### config.mk
export PLATFORM = sky130hd
export DESIGN_NAME = lgge_ctrl
export DESIGN_NICKNAME = d
export VERILOG_FILES = /design/src/hdl/lgge_pkg.sv /design/src/hdl/lgge_ctrl.sv
export SDC_FILE = /design/constraint.sdc
export NUM_CORES = 1
export LEC_CHECK = 0
export BUFFER_PORTS_ARGS = -buffer_cell sky130_fd_sc_hd__buf_2
export CORE_AREA = 4 4 41 43
export CTS_BUF_LIST = sky130_fd_sc_hd__clkbuf_16
export DETAILED_ROUTE_END_ITERATION = 7
export DIE_AREA = 0 0 45 47
export PLACE_DENSITY = 0.38
export SYNTH_ARGS = -nofsm -noshare
export SYNTH_HDL_FRONTEND = slang
export SYNTH_SLANG_ARGS = --single-unit
### constraint.sdc
create_clock -name clk -period 2.2 [get_ports clk]
set_clock_uncertainty 0.1 [all_clocks]
set_input_delay 0.22 -clock clk [delete_from_list [all_inputs] [get_ports clk]]
set_output_delay 0.22 -clock clk [all_outputs]
set_load 0.02 [all_outputs]
### src/hdl/lgge_pkg.sv
// ----------------------------------------------------------------------------
// Life grid generation engine package
// Shared sizes, codes, command and status types and address helpers.
// ----------------------------------------------------------------------------
package lgge_pkg;

	// Largest grid that the cell memory holds.
	localparam int MAX_ROWS    = 64;
	localparam int MAX_COLUMNS = 64;
	localparam int GRID_CELLS  = MAX_ROWS * MAX_COLUMNS;

	// Address into the cell memory, column index into the line buffer.
	localparam int ADDR_W = $clog2(GRID_CELLS);
	localparam int COL_W  = $clog2(MAX_COLUMNS);

	// Scan counters must also hold the grid size itself.
	localparam int ROW_CW = $clog2(MAX_ROWS + 1);
	localparam int COL_CW = $clog2(MAX_COLUMNS + 1);

	// Fixed field widths of the ports.
	localparam int OP_W   = 2;
	localparam int POS_W  = 6;
	localparam int CELL_W = 2;
	localparam int CFG_W  = 7;

	// Operation codes.
	localparam logic [OP_W-1:0] OP_WRITE   = 2'd0;
	localparam logic [OP_W-1:0] OP_READ    = 2'd1;
	localparam logic [OP_W-1:0] OP_ADVANCE = 2'd2;

	// Cell codes. The fourth code is never stored; a write of it is ignored.
	localparam logic [CELL_W-1:0] CELL_DEAD    = 2'd0;
	localparam logic [CELL_W-1:0] CELL_ALIVE   = 2'd1;
	localparam logic [CELL_W-1:0] CELL_BLOCKED = 2'd2;
	localparam logic [CELL_W-1:0] CELL_UNUSED  = 2'd3;

	// Configuration register indexes.
	localparam logic REG_GRID_COLUMNS = 1'b0;
	localparam logic REG_GRID_ROWS    = 1'b1;

	localparam logic [CFG_W-1:0] GRID_SIZE_RESET = 7'd64;

	typedef enum logic [2:0] {
		ST_CLEAR,
		ST_IDLE,
		ST_EXEC,
		ST_GEN,
		ST_DRAIN,
		ST_RESP
	} lgge_state_t;

	// Commands from the controller to the datapath.
	typedef struct packed {
		logic clear_en;
		logic item_load;
		logic item_exec;
		logic scan_en;
		logic result_load;
	} lgge_cmd_t;

	// Status from the datapath to the controller.
	typedef struct packed {
		logic clear_last;
		logic scan_last;
		logic is_advance;
	} lgge_sts_t;

	// Cells are stored row by row at row * MAX_COLUMNS + column.
	function automatic logic [ADDR_W-1:0] cell_addr(input int unsigned r, input int unsigned c);
		return ADDR_W'(r * MAX_COLUMNS + c);
	endfunction

endpackage

### src/hdl/lgge_ctrl.sv
// ----------------------------------------------------------------------------
// Life grid generation engine controller
// Sequences the clearing pass, single cell accesses, generation scans and the
// hand-off of each result word to the output register.
// ----------------------------------------------------------------------------
module lgge_ctrl (
	input  logic              clk,
	input  logic              arst_n,
	input  logic              in_valid,
	output logic              in_stall,
	output logic              out_valid,
	input  logic              out_stall,
	input  lgge_pkg::lgge_sts_t sts,
	output lgge_pkg::lgge_cmd_t cmd
);
	import lgge_pkg::*;

	lgge_state_t state_q, state_d;
	logic        out_valid_q;
	logic        out_free;

	assign out_free  = !out_valid_q || !out_stall;
	assign out_valid = out_valid_q;
	assign in_stall  = (state_q != ST_IDLE);

	always_ff @(posedge clk or negedge arst_n) begin
		if (!arst_n) begin
			state_q     <= ST_CLEAR;
			out_valid_q <= 1'b0;
		end else begin
			state_q <= state_d;
			if (cmd.result_load) begin
				out_valid_q <= 1'b1;
			end else if (!out_stall) begin
				out_valid_q <= 1'b0;
			end
		end
	end

	always_comb begin
		state_d = state_q;
		cmd     = '0;
		unique case (state_q)
			ST_CLEAR: begin
				cmd.clear_en = 1'b1;
				if (sts.clear_last) begin
					state_d = ST_IDLE;
				end
			end
			ST_IDLE: begin
				if (in_valid) begin
					cmd.item_load = 1'b1;
					state_d       = ST_EXEC;
				end
			end
			ST_EXEC: begin
				cmd.item_exec = 1'b1;
				state_d       = sts.is_advance ? ST_GEN : ST_RESP;
			end
			ST_GEN: begin
				cmd.scan_en = 1'b1;
				if (sts.scan_last) begin
					state_d = ST_DRAIN;
				end
			end
			ST_DRAIN: begin
				state_d = ST_RESP;
			end
			ST_RESP: begin
				if (out_free) begin
					cmd.result_load = 1'b1;
					state_d         = ST_IDLE;
				end
			end
			default: begin
				state_d = ST_IDLE;
			end
		endcase
	end

endmodule

# == Word-level counts from Yosys, hierarchy flattened ==
# Cells that the tools add are included.
# classes
n_eq_ne,11
muxes,15
n_reduce_logical,5
# ops
op,n
case mux 3 bit (6 select lines),1
2-to-1 mux 3 bit,5
2-to-1 mux 1 bit,9
!= test 2 bit (second input constant),4
== test 3 x 2 -> 1 bit (second input constant),2
== test 3 bit (second input constant),2
AND reduction 4 bit,1
== test 3 x 1 -> 1 bit (second input constant),1
logical NOT 3 bit,1
!= test 3 x 1 -> 1 bit (second input constant),1
logical NOT 1 bit,2
!= test 2 x 1 -> 1 bit (second input constant),1
logical OR 1 bit,1
# word_totals
regBits,4
in_bits,7
out_inout_bits,7
wordCells,33

# == Depth between registers and ports, before layout ==
# Gate-level depths: netlist (run 1).
# depth
ltp_word,5
mapped_depth,4
ltp_nobuf,3

# == Worst setup path before layout (run 1) ==
# No wires, ideal clock.
# synth_path
path_type,register -> output
start,register state_q[2]
end,output port cmd[3] in the netlist's numbering
t_arrival_ns,1.001
required_ns,1.880
setup_slack_ns,0.879
stages_incl_launch_ff,4
n_path_buf,1
path_cell_list,dfrtp_1 -> buf_2 -> nand3b_4 -> nor2_1
# synth_lines
item,line,source
start: declaration,lgge_ctrl.sv:18,"lgge_state_t state_q, state_d;"
start signal: assignment,lgge_ctrl.sv:31,state_q <= state_d;
end: declaration,lgge_ctrl.sv:14,output lgge_pkg::lgge_cmd_t cmd

==> metrics list, run 1 <==
- Outcome: complete, no violations
* Ant diodes: 0
- Clock transition at the registers of the reported paths: 0.03 ns
- In this run the number of cells on the critical path is 3.
- In the final layout, the share of cells above drive strength 1 is 52.4%.
- The first global-routing pass estimated 1.06 mm of wire.
- Leakage dissipation: 0.215 nW
* Buffers inserted during post-CTS setup optimization: 0
- The die covers 2120 µm².
- Final routed wire length divided by cell count: 11.2 µm
- The path with the worst hold slack has its endpoint at out_valid.
- Insertion delay of the later-clocked pin in the worst-skew pair: 0.23 ns
- Hold-critical path depth: 3
* Number of buffers created by CTS: 3
- STA classifies the critical path startpoint as a register.
- After clock tree synthesis, the flow added hold-fix buffers numbering 1.
- Max-cap violations in this run came to 0.
- Cell chosen for the clock root: clkbuf_16
* Chain of cells forming the critical path: nand3_1 > a21oi_1 > buf_2
- Final standard cell utilization of the core: 31.3%
- STA puts the critical path data arrival time at 1.26 ns.
- Of all nets on the critical path, the largest fanout is 10.
* Depth of the most critical reg-to-reg path: 2
* Num ports: 14
* Maximum number of pins on one net before global-route repair: 11
- Die extent in y: 47 µm
* Routed via count: 246
- Total negative slack for setup checks: 0 ns
* Transition time of the tightest slew-check pin: 0.411 ns
- In this run the critical register-to-register path is launched from state_q[0].
- The slowest stage of the critical path belongs to the cell dfrtp_1.
* Grt total ovfl: 0
- For the worst setup path, the data required time is 1.88 ns.
- Clk sinks: 4
- After floorplanning, the core was sized to cover 1300 µm².
- The initial utilization of the core area, before any placement, comes to 19.6%.
* Global-route usage over all layers: 7.92%
- The critical path starts at state_q[0].
- Layout Area Growth over Synthesis: 59.8%
- Counting flops and latches in the post-synthesis netlist gives 4.
* Total power consumption of the routed design: 769 µW
- The initial antenna violation count was 0.
- Standard-cell row count: 13
- The synthesized netlist contains 17 unique library cells.
- Counting the fill cells in the layout gives 148.
* Setup repair after global routing missed its margin: false
- The worst setup path is captured at an output port.
- Derived from the worst setup path, the maximum achievable clock frequency is 0.632 GHz.
* Antenna Violating Nets Remaining: 0
* Count of buffers from port buffering: 13
- Headroom to the max-slew limit: 72.6%
- The synthesized netlist occupies a cell area of 255 µm².
- # nets final: 51
* Total Wirelength: 640 µm
- A synthesized cell averages 9.45 µm².
* Routability congestion estimate: 0.718
* Max-slew violation total from the final report: 0
* Count of cells resized by post-cts repair: 0
- Vias in the first global route: 250
- The first detailed-routing pass took 2 iterations.
* Time the worst path needs with I/O delays and setup: 1.58 ns
- Flop-to-flop setup slack: 1.02 ns
* Total nets after synthesis: 34
- In this design, the stage delay of the slowest critical-path cell is 0.58 ns.
- The placed instances occupy a cell area of 323 µm².
- CTS tree: yes
- Bufs on Longest Clock Path: 2
* Horizontal die dimension: 45 µm
- Origin of the worst min-delay path: out_stall
* Max VDD drop: 552 µV
- Buffers plus inverters on the worst setup path: 1
* Final setup fails: 0
* Pwr per Cell Area: 1880 nW/µm²
- Gate count of the mapped netlist: 27
- DRC Markers: 0
- Once layout is done, the placed cells without fillers occupy 408 µm².
- The cell family contributing the most delay on the critical path is flip-flops.
* Post-detail-place hpwl: 480 µm
- Endpoint of the most critical register-to-register path: state_q[2]
- The worst setup path is of the register to output port kind.
- The worst path uses 71.9% of the clock period.
- Yosys warnings: 0
- Initial DRC count: 4
* Fin. Hold Viols: 0
- Post-DR vias/cell: 4.32
- CTS built an H-tree with a depth of 1.
- Sequential element share of the synthesized area: 39.2%
* Worst hold path class: input pin to register
[Yosys cell counts (all sizes together)]
cell type	instances	share of area, %
nor3	2	3.9
nor2	2	2.9
and2	1	2.9
o32ai	1	6.4
inv	2	2.9
o21ai	3	7.4
nand2	4	8.8
a22o	1	3.4
nand3	1	2.0
dfrtp	4	39
nand3b	1	7.8
buf	2	6.4
a21oi	3	5.9
[kinds of logic (layout without fill, tap and decap cells)]
family / count (synthesis) / after routing / synth area share, %
AND/OR/NAND/NOR: 11 / 11 / 28.4
flip-flops: 4 / 4 / 39.2
buffers and inverters: 4 / 19 / 9.31
AO/OA/AOI/OAI: 8 / 8 / 23.0
[layout make-up]
| cell class | instances | area, µm² | share of cell area, % |
|---|---|---|---|
| Multi-Input combinational cell | 19 | 131 | 32.2 |
| Inverter | 2 | 7.51 | 1.84 |
| Timing Repair Buffer | 14 | 75.1 | 18.4 |
| Sequential cell | 4 | 100 | 24.5 |
| Tap cell | 15 | 18.8 | 4.60 |
| Clock buffer | 3 | 75.1 | 18.4 |
[power breakdown]
group | switching (mW) | total, mW | leakage, nW | internal (mW)
registers | 0.0726 | 0.182 | 0.0507 | 0.110
clock network | 0.0532 | 0.286 | 0.0370 | 0.232
logic | 0.174 | 0.301 | 0.128 | 0.127
total | 0.299 | 0.769 | 0.215 | 0.469
[cells in the final DEF (no fill, tap or decap)]
cell / synthesis / routed
and2_2: 1 / 1
inv_1: 1 / 1
clkbuf_16: 0 / 3
o21ai_0: 2 / 2
nand2_1: 3 / 3
buf_2: 1 / 13
nand3b_4: 1 / 1
nor2_1: 2 / 2
o21ai_2: 1 / 1
nand2_4: 1 / 1
dfrtp_1: 4 / 4
inv_2: 1 / 1
a22o_1: 1 / 1
a21oi_1: 3 / 3
nor3_1: 2 / 2
nand3_1: 1 / 1
dlygate4sd3_1: 0 / 1
o32ai_2: 1 / 1
[how the worst max path moves through the flow]
stage	to	slack (ns)
2_1_floorplan	cmd[3]	0.88
3_3_place_gp	cmd[0]	0.87
3_5_place_dp	cmd[0]	0.84
4_1_cts	cmd[0]	0.60
5_1_grt	cmd[0]	0.51
6_report	cmd[0]	0.62
[metal layers]
layer	share of wire [%]	GRT usage, %	vias to the layer above
met1	40	9.15	107
li1	-	-	123
met5	0	0	-
met2	46	10.2	13
met4	4.4	12.3	0
met3	9.4	1.15	3
[tightest hold or removal path: cells and delay by family]
| kind | cells | cell delay (ns) |
|---|---|---|
| and+or+nand+nor | 2 | 0.12 |
| buffers and inverters | 1 | 0.09 |
[through the flow]
stage	hold WS (ns)	std cells	worst slack, ns
2_1_floorplan	-0.176	27	0.879
3_3_place_gp	-0.0735	53	0.872
3_5_place_dp	-0.0735	53	0.843
4_1_cts	0.145	57	0.601
5_1_grt	0.165	57	0.505
6_report	0.141	57	0.618
[registers in the layout, summed over array words and instances, names as in the netlist]
signal and count:
state_q 3, out_valid 1
(Power assumes the default switching activity.)
==> run 2, diff against run 1 <==
ABC_AREA = 1   (was default)
PLACE_DENSITY = 0.42   (was 0.38)
clock period = 1.4 ns   (was 2.2 ns; I/O delays follow)
==> run 2 against run 1 <==
- critical path depth is 1 higher
- worst hold slack worse by 0.057 ns
- via count is 30% higher
- combinational power is 79% higher
- synthesized area is 12% higher
- register-to-register slack worse by 0.84 ns
- sequential share of layout area is 2.4 points lower
==> metrics list, run 2 <==
- Outcome: complete, no violations
- Max-slew violation total from the final report: 0 (unchanged)
- Sequential element share of the synthesized area: 34.9% (-4.3 points)
- The maximum ir drop on the vdd rail was 940 µV (+70%).
- The proportion of layout cells with a drive suffix above 1 was 44.3% (-8.1 points).
- The clock sink total was 4 (unchanged).
- Category of cells accounting for the largest share of critical-path delay: flip-flops
- The total of endpoints with negative setup slack in the final report was 0 (unchanged).
- Net switching power of the design: 492 µW (+64%)
- The total area of multi-input combinational cells is 149 µm² (+13%).
- Setup repair after global routing missed its margin: true
* Gate count of the mapped netlist: 44 (+63%)
* Transition time of the tightest slew-check pin: 0.214 ns (-0.197 ns)
- The number of nets still failing antenna checks after routing was 0 (unchanged).
- Netlist area before placement: 287 µm² (+12%)
* Sequential cell area: 103 µm² (+2.5%)
- More flip-flops sit in one register than any other, and that register is state_q.
* Data required, critical path: 1.16 ns (-0.72 ns)
- Sort of element at the start of the critical path: register
- Headroom to the max-slew limit: 85.6% (+13 points)
- The proportion of netlist area held by the largest area contributor was 34.9% (-4.3 points).
* Internal power: 730 µW (+56%)
- Die extent in y: 47 µm (unchanged)
- The die width was 45 µm (unchanged).
- Global-route usage over all layers: 8.72% (+0.80 points)
* Total negative slack for setup checks: 0 ns (unchanged)
- Pwr per Cell Area: 2640 nW/µm² (+40%)
* Yosys warnings: 0 (unchanged)
- Switching Fraction: 40.3% (+1.3 points)
- Flop-to-flop setup slack: 0.18 ns (-0.84 ns)
- On the critical path, the stage with the largest delay is an instance of dfrtp_1.
- Vias in the first global route: 329 (+32%)
- The total overflow reported by the global router was 0 (unchanged).
* Total nets after synthesis: 51 (+50%)
* Detailed Routing Iterations Pass 1: 4 (+2)
* Yosys cell types: 12 (-5)
* CTS tree: yes
- The data arrival time at the worst-slack endpoint came to 1.11 ns (-0.15 ns).
- Number of buffers created by CTS: 3 (unchanged)
* DRC Markers: 0 (unchanged)
* Cell type with the largest total area after synthesis: dfrtp_1
- Placed instance count: 72 (+36%)
* Post-detail-place hpwl: 558 µm (+16%)
- Bufs on Longest Clock Path: 2 (unchanged)
- The global-route track usage on met3 is 2.68% (+1.5 points).
- Layout Cells excl Fill: 76 (+33%)
- Count of max-cap constraint violations: 0 (unchanged)
- The initial core utilization was 22.0% (+2.4 points).
* Leakage dissipation: 0.270 nW (+25%)
* Initial antenna violation count: 0 (unchanged)
- The aggregate routed wire length is 721 µm (+13%).
- The count of buffering cells on the critical path with inverters included came to 2 (+1).
- Worst hold path class: input pin to register
* Die area: 2120 µm² (unchanged)
- Walking the worst path, the cells encountered are inv_2 > nand3_1 > a21oi_1 > buf_4.
- Kind of end point of the critical path: output port
* Time the worst path needs with I/O delays and setup: 1.35 ns
* Achievable clock frequency: 0.741 GHz
* Maximum number of pins on one net before global-route repair: 7 (-4)
* Most used flip-flop cell after synthesis: dfrtp_1
- The core outline area is 1300 µm² (unchanged).
- The proportion of power drawn by flip-flops and latches was 20.0% (-3.7 points).
- Routed via count: 320 (+30%)
- The fraction of the core area covered by cells at the end of the flow came to 35.6% (+4.2 points).
- Buffers inserted during post-CTS setup optimization: 0 (unchanged)
- # H-tree levels: 1 (unchanged)
- The worst path uses 96.3% of the clock period.
- Filler Cell Count: 156 (+5.4%)
* Fraction of power consumed by combinational cells: 44.1% (+5.0 points)
- The startpoint identified for the worst register-to-register timing path is state_q[2].
- Post-DR vias/cell: 4.21 (-2.4%)
- Most frequent standard cell in the layout excluding fill and tap cells: buf_2
- Final setup slack of the worst path: 0.0512 ns (-0.567 ns)
- The peak fanout along the critical path was 4 (-6).
* Synth Register Bits: 4 (unchanged)
- Most numerous cell in the Yosys netlist: nand2_1
- The number of placement rows came to 13 (unchanged).
- Insertion delay of the later-clocked pin in the worst-skew pair: 0.22 ns (about the same)
- The number of antenna diodes is 0 (unchanged).
- Dominant cells by area after synthesis: dfrtp_1 35%, nand2_1 12%, inv_1 10%
* Clock transition at the registers of the reported paths: 0.03 ns (about the same)
- Post-Place Setup Slack: 0.164 ns (-0.679 ns)
- Initial DRC count: 3 (-1)
- The startpoint identified for the worst hold timing path is out_stall.
- After global routing, the most crowded layer is met2.
- The commonest cells after synthesis are 9 x nand2_1, 8 x inv_1, 5 x nand3_1, 5 x nor2_1.
* Met2 Usage GRT: 13.3% (+3.1 points)
- Commonest cells after routing, fill and taps aside: 11 x buf_2, 9 x nand2_1, 8 x inv_1
- Relative to the synthesized area, the layout overhead comes to 61.6%.
* Post-synthesis area per instance: 6.51 µm² (-31%)
* Num ports: 14 (unchanged)
- The flip-flop count of the largest register after layout was 3 (unchanged).
- The final weighted congestion in routability-driven placement was 0.728 (+1.4%).
* Cell chosen for the clock root: clkbuf_16
- The delay of the slowest cell on the worst path was 0.40 ns (-0.18 ns).
- Wire length of the first global-routing pass: 1.31 mm (+23%)
- The async set-reset flop share out of synthesis is 100% (unchanged).
* Count of flip-flops with a built-in enable after synthesis: 0 (unchanged)
- Worst Setup SP: state_q[1]
- The placed instance area was 370 µm² (+15%).
- The final-stage net count came to 70 (+37%).
- The post-detailed-route wirelength per cell was 9.49 µm (-16%).
* Routing usage on met1: 10.1% (+0.94 points)
- Final cell area excluding filler cells: 463 µm² (+13%)
- The total of buffers placed on input and output ports was 13 (unchanged).
* Fin. Hold Viols: 0 (unchanged)
- Portion of total power attributed to the clock network: 35.9% (-1.2 points)
- The power consumption came to 1.22 mW (+59%).
- Classification of the worst setup path: register to output port
- The worst-case hold slack was 0.0840 ns (-0.0573 ns).
-- run 2: timing repair --
item	in CTS	in global routing
hold endpoints to repair	4	0
setup endpoints to repair	0	5
resized for setup	0	4
hold buffers	1	0
-- run 2: power groups by stage --
| stage | sequential [mW] | combinational (mW) | clock [mW] |
|---|---|---|---|
| after global placement | 0.241 | 0.533 | 0 |
| after global routing | 0.260 | 0.617 | 0.461 |
| final | 0.245 | 0.539 | 0.439 |
| after detailed placement | 0.239 | 0.531 | 0 |
| after floorplan | 0.243 | 0.372 | 0 |
| after CTS | 0.238 | 0.537 | 0.447 |
-- run 2: layout make-up --
class                           count  area share (%)
Multi-Input combinational cell     30            32.2
Clock buffer                        3            16.2
Inverter                           10            8.11
Tap cell                           15            4.05
Timing Repair Buffer               14            17.3
Sequential cell                     4            22.2
-- run 2: per-layer routing --
layer | part of all wire (%) | vias up
met5 | 0 | -
met4 | 0 | 0
li1 | - | 170
met3 | 4.0 | 0
met1 | 46 | 146
met2 | 50 | 4
-- run 2: kinds of logic (layout without fill, tap and decap cells) --
logic type | count (synthesis) | after routing | synth area share, %
AOI/OAI and AO/OA | 4 | 4 | 6.98
buffers and inverters | 10 | 27 | 13.1
DFF | 4 | 4 | 34.9
and+or+nand+nor | 26 | 26 | 45.0
-- run 2: path summary, 6_finish.rpt --
kind / end / depth (start not counted)
worst max-delay path: cmd[0] / 4
worst min-delay path: out_valid / 3
worst max register to register: state_q[0] / 6
worst min register to register: out_valid / 2
max in group asynchronous: state_q[0] / 2
min in group asynchronous: out_valid / 2
-- run 2: tightest hold or removal path: stages --
cell and delay, ns:
buf_2 0.09, nand2_1 0.07, nand2_1 0.07
